### src/rtl/core/mrm_pkg.sv
package mrm_pkg;

  typedef enum logic [1:0] {
    FUNC_WRITE = 2'd0,
    FUNC_TICK  = 2'd1,
    FUNC_OPEN  = 2'd2,
    FUNC_CLOSE = 2'd3
  } func_t;

  localparam int unsigned REG_VOLUME = 0;
  localparam int unsigned REG_STEP0  = 1;
  localparam int unsigned REG_STEP3  = 4;

  typedef struct packed {
    logic [1:0]          func;
    logic [1:0]          channel;
    logic signed [15:0]  sample_left;
    logic signed [15:0]  sample_right;
  } in_item_t;

  typedef struct packed {
    logic signed [15:0] mix_left;
    logic signed [15:0] mix_right;
    logic               status;
  } out_item_t;

  typedef enum logic [2:0] {
    ST_IDLE,
    ST_SNAP,
    ST_CHAN,
    ST_RD1,
    ST_INTERP,
    ST_ACC,
    ST_FINISH,
    ST_OUT
  } state_t;

endpackage

### src/rtl/core/mrm_out.sv
// Result side: one-entry buffer presenting the result as a queue head.
module mrm_out (
  input  logic               clk,
  input  logic               rst,
  input  logic               in_valid,
  output logic               in_ready,
  input  mrm_pkg::out_item_t din,
  output logic               empty,
  input  logic               pop,
  output mrm_pkg::out_item_t dout
);
  logic held;
  assign empty    = !held;
  assign in_ready = !held || pop;

  always_ff @(posedge clk) begin
    if (rst) held <= 1'b0;
    else if (in_valid && in_ready) held <= 1'b1;
    else if (pop) held <= 1'b0;
  end

  always_ff @(posedge clk) begin
    if (in_valid && in_ready) dout <= din;
  end
endmodule
### config.mk
export PLATFORM = sky130hd
export DESIGN_NAME = mrm_out
export DESIGN_NICKNAME = d
export VERILOG_FILES = /design/src/rtl/core/mrm_pkg.sv /design/src/rtl/core/mrm_out.sv
export SDC_FILE = /design/constraint.sdc
export NUM_CORES = 1
export LEC_CHECK = 0
export BUFFER_PORTS_ARGS = -buffer_cell sky130_fd_sc_hd__buf_4
export CORE_MARGIN = 4
export CORE_UTILIZATION = 25
export CTS_BUF_LIST = sky130_fd_sc_hd__clkbuf_4 sky130_fd_sc_hd__clkbuf_8
export DETAILED_ROUTE_END_ITERATION = 7
export SYNTH_ARGS = -nofsm -noshare
export SYNTH_HDL_FRONTEND = slang
export SYNTH_SLANG_ARGS = --single-unit
### constraint.sdc
create_clock -name clk -period 1.45 [get_ports clk]
set_input_delay 0 -clock clk [delete_from_list [all_inputs] [get_ports clk]]
set_output_delay 0 -clock clk [all_outputs]
set_load 0.03 [all_outputs]
==> results.md <==
- Pleak: 0.8892 nW
- Port buffer count: 71
- Fin crit share: 83.25%
- Post-synth cell types: 6
- Die Area: 0.005300 sq mm
- CP Capture Type: flip-flop
- P per Cell Area: 1079 mW/mm^2
- Clk_lat worst skew: 0.27 ns
- Reg-to-reg startpoint: held
- H-Tree Depth: 2
- Synth Cell Area: around 0.0010 sq mm
- Filler instances: around 350
- Post-Syn Area per Cell: 26.92 sq um
- Post-Syn Nets: 76
- FF+latch area: 0.001011 sq mm
- Total setup buffers inserted after CTS: 0
- I/O Pins: 72
- Rows: 23
- Largest delay share family, worst path: simple AND/OR/NAND/NOR gates
- Post_cts resized: 0
- Via-to-Cell Ratio: 3.911
- Fin Setup TNS: 0 ns
- Worst path bufs/invs: 0
- Worst Setup Path Type: reg -> reg
- Clk pin slew, worst setup/hold paths: 0.07 ns
- Vias in the first global route: ~900
- Skew final: between 0.002 and 0.003 ns
- Gr ovfl total: 0
- Maximum operating frequency: between 800 and 900 MHz
- Worst path arrival time: between 1 and 1.5 ns
- Synth Register Bits: 34
- Top cells by area, synth: edfxtp_1, dfxtp_1, nand2b_4, a21oi_2, and2_4
- Busiest grt layer: met2
- Gpl congestion: 0.6354
- Non-Filler Instances: 203
- Crit path launch: held
- Yosys warning total: 0
- Largest net degree at the start of global routing: 34
- ANT cells: 0
- Layout cell share with drive strength beyond 1: 53.59%
- Die Height: 72.80 um
- Hold Vio Cnt, Final: 0
- Max cap viols: 0
- Root Driver: clkbuf_8
- Multi-input gate area: 31.28 sq um
- First-pass GRT wire length: 4174 um
- Routed wire length: 2699 um
- Overall power: 2.255 mW
- Crit path launch type: flip-flop
- CTS sink cnt: 34
- # DRC: 0
- Global Route met2 Usage: 19.84%
- Largest fanout on the critical path: 33
- Top cell type's share of synthesized area: 94.40%
- TritonCTS buffer count: 5
- All-layer global routing usage: between 10% and 20%
- Actual slew at the worst max-slew pin: 0.4110 ns
- Routed wire length per instance: 13.30 um
- CP Data Required Time: 1.38 ns
- Max Slew Vio Count: 0
- Unrepaired setup endpoints after global routing: false
- Min cycle time layout: 1.207 ns
- Syn Inst Count: 39
- Initial antenna violation count: 0
- Slew HR: 72.60%
- Cell Chain, Critical Path: nand2b_4 > and2_4
- Area grow syn2layout: 99.17%
- Commonest non-fill, non-tap cell in the layout: buf_4
- CP max-delay cell: and2_4
- Hold wc startpoint: in_valid
- Drt first-iter violations: 23
- Starting Density: between 20% and 30%
- Synth area leader: edfxtp_1
- Post-synthesis sequential area ratio: around 96%
- TritonRoute pass-1 iters: 4
- Leading cell types in the layout, fill and taps excluded: buf_4, dlygate4sd3_1, edfxtp_1
- M1 GR Usage: 9.867%
- Clock Path Buffers: 2
- GRT met3 Usage: 6.612%
- Hold Crit Class: in -> reg
- Antenna viol nets, final: 0
- Outcome: completed
- Die X: roughly 73 um
- Via count: 794
- Core area: 0.004029 sq mm
- Hold Slack: about 0.31 ns
- Placed cells: 160
- Maximum VDD drop: 0.6836 mV
- Setup violators final: 0
- Max incr delay on CP: 0.41 ns
- Final #Nets: 189
- CTS tree: done
- Dpl hpwl: 1800 um
[per-stage QoR]
stage               instance area (sq um)  worst slack (ns)  util, %
finish                               2091            0.2429    51.89
global route                         2091            0.1667    51.89
CTS                                  2091            0.2367    51.89
detailed placement                   1645            0.2488    40.84
global placement                     1645            0.2895    40.84
floorplan                            1050            0.2957        -
[flip-flops by register name, summed over array words and instances, names as in the netlist]
name  flops
dout     33
held      1
[final cells by class]
type	count	area share [%]
Clock buffer	7	4.309
Clock inverter	1	0.2394
Inverter	2	0.3591
Multi-Input combinational cell	3	1.496
Sequential cell	34	48.35
Tap cell	50	2.992
Timing Repair Buffer	106	42.25
[where the power goes]
group / internal, mW / switching [mW]
Sequential: 1.15 / 0.0191
Combinational: 0.194 / 0.187
Clock: 0.401 / 0.306
[path summary, 6_finish.rpt]
kind | to | slack, ns | cells past startpoint
setup / recovery | dout[31] | 0.24 | 2
setup reg to reg | dout[31] | 0.24 | 2
hold / removal | dout[13] | 0.31 | 2
hold reg to reg | dout[13] | 0.97 | 2
[kinds of logic after synthesis]
family | after synthesis | share of synthesized area (%)
flip-flops | 34 | 96.31
buffers and inverters | 2 | 0.7154
AND/OR/NAND/NOR | 2 | 2.145
AO/OA/AOI/OAI | 1 | 0.8345
[metal layers]
metal	part of all wire, %	vias to the layer above
li1	-	374
met1	33	364
met2	53	52
met3	12	4
met4	1.1	0
met5	0	-
[synth_stat cells (all sizes together)]
cell    instances
edfxtp         33
inv             2
a21oi           1
and2            1
dfxtp           1
nand2b          1
[timing repair]
item	4_1_cts	5_1_grt
hold endpoints to repair	34	0
setup endpoints to repair	0	0
hold buffers	35	0
(Power assumes the default switching activity.)
