`src/rtl/core/mrm_pkg.sv`:
```
package mrm_pkg;

  typedef enum logic [1:0] {
    FUNC_WRITE = 2'd0,
    FUNC_TICK  = 2'd1,
    FUNC_OPEN  = 2'd2,
    FUNC_CLOSE = 2'd3
  } func_t;

  localparam int unsigned REG_VOLUME = 0;
  localparam int unsigned REG_STEP0  = 1;
  localparam int unsigned REG_STEP3  = 4;

  typedef struct packed {
    logic [1:0]          func;
    logic [1:0]          channel;
    logic signed [15:0]  sample_left;
    logic signed [15:0]  sample_right;
  } in_item_t;

  typedef struct packed {
    logic signed [15:0] mix_left;
    logic signed [15:0] mix_right;
    logic               status;
  } out_item_t;

  typedef enum logic [2:0] {
    ST_IDLE,
    ST_SNAP,
    ST_CHAN,
    ST_RD1,
    ST_INTERP,
    ST_ACC,
    ST_FINISH,
    ST_OUT
  } state_t;

endpackage

```
`src/rtl/core/mrm_front.sv`:
```
// Input side: a two-entry queue holding accepted items until the engine takes them.
module mrm_front (
  input  logic              clk,
  input  logic              rst,
  input  logic              push,
  output logic              full,
  input  mrm_pkg::in_item_t din,
  input  logic              take,
  output logic              avail,
  output mrm_pkg::in_item_t dout
);
  mrm_pkg::in_item_t slot [2];
  logic       rd_idx;
  logic       wr_idx;
  logic [1:0] count;
  logic       do_push;
  logic       do_take;

  assign full    = (count == 2'd2);
  assign avail   = (count != 2'd0);
  assign dout    = slot[rd_idx];
  assign do_push = push && !full;
  assign do_take = take && avail;

  always_ff @(posedge clk) begin
    if (do_push) begin
      slot[wr_idx] <= din;
    end
  end

  always_ff @(posedge clk) begin
    if (rst) begin
      rd_idx <= 1'b0;
      wr_idx <= 1'b0;
      count  <= 2'd0;
    end else begin
      if (do_push) wr_idx <= ~wr_idx;
      if (do_take) rd_idx <= ~rd_idx;
      count <= count + {1'b0, do_push} - {1'b0, do_take};
    end
  end
endmodule

```
`config.mk`:
```
export PLATFORM = sky130hd
export DESIGN_NAME = mrm_front
export DESIGN_NICKNAME = d
export VERILOG_FILES = /design/src/rtl/core/mrm_pkg.sv /design/src/rtl/core/mrm_front.sv
export SDC_FILE = /design/constraint.sdc
export NUM_CORES = 1
export LEC_CHECK = 0
export BUFFER_PORTS_ARGS = -buffer_cell sky130_fd_sc_hd__buf_2
export CORE_UTILIZATION = 30
export CTS_BUF_LIST = sky130_fd_sc_hd__clkbuf_8
export DETAILED_ROUTE_END_ITERATION = 10
export GPL_TIMING_DRIVEN = 0
export PLACE_DENSITY = 0.61
export SETUP_SLACK_MARGIN = 0.5
export SLEW_MARGIN = 20
export SYNTH_ARGS = -nofsm -noshare
export SYNTH_HDL_FRONTEND = slang
export SYNTH_SLANG_ARGS = --single-unit
```
`constraint.sdc`:
```
create_clock -name clk -period 2.15 [get_ports clk]
set_input_delay 0.43 -clock clk [delete_from_list [all_inputs] [get_ports clk]]
set_output_delay 0.43 -clock clk [all_outputs]
set_load 0.05 [all_outputs]
```
==> results.yml <==
outcome:
  outcome: "complete, no violations"
min_path:
  whs_endpoint: "slot[1][30]"
  hp-class: "in -> reg"
  hp-start: "din[30]"
  worstHoldPathCells: 1
grt:
  antenna_found_initial: 0
  grt_max_degree: 37
  grt_usage_pct: 10.7
  gr-total-overflow: 0
  grt_pass1_vias: 1530
  grt_pass1_wl_um: 7560
clock_tree:
  cts_tree: "built"
  cts-root-buf: "clkbuf_8"
  insertion_delay_ns: 0.34
  cts_buffers: 9
  h-tree-depth: 3
  clk_pin_slew_ns: 0.08
  clk_path_buf_depth: 2
  cts.sinks: 77
  hold_buffers: 0
critical_path:
  crit_type: "reg -> out"
  cp-end-kind: "primary output"
  reg2reg_depth: 7
  crit_arrival_ns: 1.48
  r2r_slack_ns: 0.64
  worstPathMaxFanout: 7
  required_ns: 1.72
  r2r_end: "count[1]"
  start_kind: "flop"
  regToRegStartpoint: "count[1]"
timing:
  fin_skew_ns: 0.00842
  post-route-min-period_ns: 1.91
  whs_ns: 0.271
  fmax_mhz: 524
  slew_headroom_pct: 64.4
  fin_crit_sh_pct: 88.7
  finalSetupTns_ns: 0
  grt_setup_unrepaired: "yes"
  hold_viol: 0
  drv_slew: 0
  worst_pin_slew_ns: 0.534
  setup_viol: 0
synthesis:
  syn_inst: 138
  syn-num-nets: 180
  synthArstFlopShare_pct: 0
  synthXorXnorAreaFrac_pct: 0.929
  synth_top_family_by_area: "multiplexers"
  synth_edf_count: 72
  synth.largest_area_cell: "edfxtp_1"
  synth_compound_area_share_pct: 0.619
  synth_top_area_share_pct: 76.4
  post_synth_num_cell_types: 20
  yosys_register_bits: 77
  synth_area_mm2: 0.00283
  yosysSeqAreaShare_pct: 80.0
  avgSynthCellArea_um2: 20.5
  synth_fa_ha_area_share_pct: 0.885
  synthFlopType: "edfxtp_1"
  synthSimpleGateAreaFrac_pct: 1.77
  yosysWarnings: 0
  synthTopCellsByArea: "edfxtp_1 76%, mux2_2 14%, dfxtp_1 3.5%, ha_1 0.88%, buf_4 0.80%"
  synth.area.mux_share_pct: 14.3
route:
  routedWlPerCell_um: 14.5
  dr_total_vias: 1545
  drt-total-wl_um: 5090
  drc: 0
  drt_iter0_drc: 28
  antenna_left: 0
  dr.pass1.iters: 3
  routed_via_density: 4.39
placement:
  placed_cells: 326
  post_dp_cell_area_mm2: 0.00337
  gp_congestion: 0.683
  dpl.hpwl_um: 3020
  portBuffers: 77
layout:
  final-instance-count-excl-fill: 352
  syn_to_final_growth_pct: 42.1
  multi_input_area_um2: 557
  regArea_mm2: 0.00227
  drive_gt1_share_pct: 62.7
  nFillCells: 843
  postLayoutCoreUtil_pct: 43.7
  stdcell_area_mm2: 0.00402
  layout.nets: 278
  antennaDiodeCount: 0
pwr:
  leakage_nw: 1.52
  power_density_mw_per_mm2: 1290
  ir_worst_vdd_uv: 424
floorplanning:
  core_area_mm2: 0.00920
  fp.dieArea_mm2: 0.00982
  die_h_um: 99.1
  ios: 78
  die_w_um: 99.1
  rows: 35
  initial_core_util_pct: 30.8
run:
  cap_viol_max_count: 0
==> area by class of cell <==
class	count	area share [%]
Sequential cell	77	56.4
Timing Repair Buffer	86	18.9
Multi-Input combinational cell	53	13.8
Tap cell	111	3.45
Clock buffer	9	3.08
Buffer	4	1.87
Clock inverter	7	1.68
Inverter	4	0.591
Timing Repair inverter	1	0.187
==> synth_stat cells (2+ instances only) <==
cell type and count:
edfxtp_1 72, mux2_2 36, dfxtp_1 5, buf_4 3, inv_1 3, nor2_1 3, ha_1 2, xnor2_1 2
==> layout by cell type, fill, tap and decap left out, drive strengths merged <==
cell type | Yosys | layout
bufinv | 0 | 1
clkinv | 0 | 3
o21ai | 1 | 1
or2 | 1 | 1
and3 | 1 | 1
nor2 | 3 | 3
a21oi | 1 | 1
edfxtp | 72 | 72
o21a | 1 | 1
ha | 2 | 2
nand2 | 1 | 1
clkbuf | 0 | 9
xor2 | 1 | 1
mux2 | 36 | 36
inv | 4 | 4
buf | 4 | 90
clkinvlp | 0 | 4
nand2b | 1 | 1
dfxtp | 5 | 5
nor2b | 1 | 1
xnor2 | 2 | 2
or3 | 1 | 1
==> what timing repair did <==
item,in CTS,in global routing
setup buffers,8,1
resized for setup,67,35
setup endpoints to repair,109,37
cloned,1,0
==> stage by stage <==
step | total power, mW | setup slack [ns]
detailed placement | 3.64 | 0.126
CTS | 5.11 | 0.191
floorplan | 3.27 | 0.503
global placement | 3.61 | 0.153
global route | 5.43 | 0.186
finish | 5.20 | 0.242
==> power breakdown <==
group / internal (mW) / leakage (nW) / total [mW] / switching, mW
Clock: 0.530 / 0.0964 / 1.05 / 0.524
Sequential: 1.87 / 0.715 / 1.92 / 0.0568
Combinational: 0.951 / 0.712 / 2.23 / 1.27
Total: 3.35 / 1.52 / 5.20 / 1.86
==> routing by layer <==
| layer | wire length [um] | vias to the layer above | track usage (%) |
|---|---|---|---|
| li1 | - | 725 | - |
| met1 | 2110 | 763 | 12.0 |
| met2 | 2620 | 45 | 18.0 |
| met3 | 243 | 12 | 3.58 |
| met4 | 113 | 0 | 6.11 |
| met5 | 0 | - | 0 |
==> logic make-up (layout without fill, tap and decap cells) <==
family | after synthesis | in the layout
AND/OR/NAND/NOR | 9 | 9
flip-flops | 77 | 77
XOR/XNOR | 3 | 3
adder cells (fa/ha/maj) | 2 | 2
AO/OA/AOI/OAI | 3 | 3
multiplexers | 36 | 36
buffers and inverters | 8 | 111
==> worst max path at each step <==
stage	startpoint	slack, ns	end	cells past startpoint
2_1_floorplan	count[0]	0.50	slot[0][0]	4
6_report	flop	0.24	dout[4]	5
3_3_place_gp	push	0.15	slot[0][19]	4
4_1_cts	flop	0.19	dout[6]	4
5_1_grt	flop	0.19	dout[4]	5
3_5_place_dp	push	0.13	slot[0][19]	4
==> worst max-delay path: stages, from the launching register on <==
cell and delay [ns]:
dfxtp_2 0.32, buf_8 0.14, buf_6 0.11, buf_6 0.11, mux2_4 0.30, buf_8 0.15
==> state kept, by name, indices dropped and copies added (netlist names), named ones only <==
name,cells
rd_idx,1
slot,72
count,2
wr_idx,1
(Power assumes the default switching activity.)
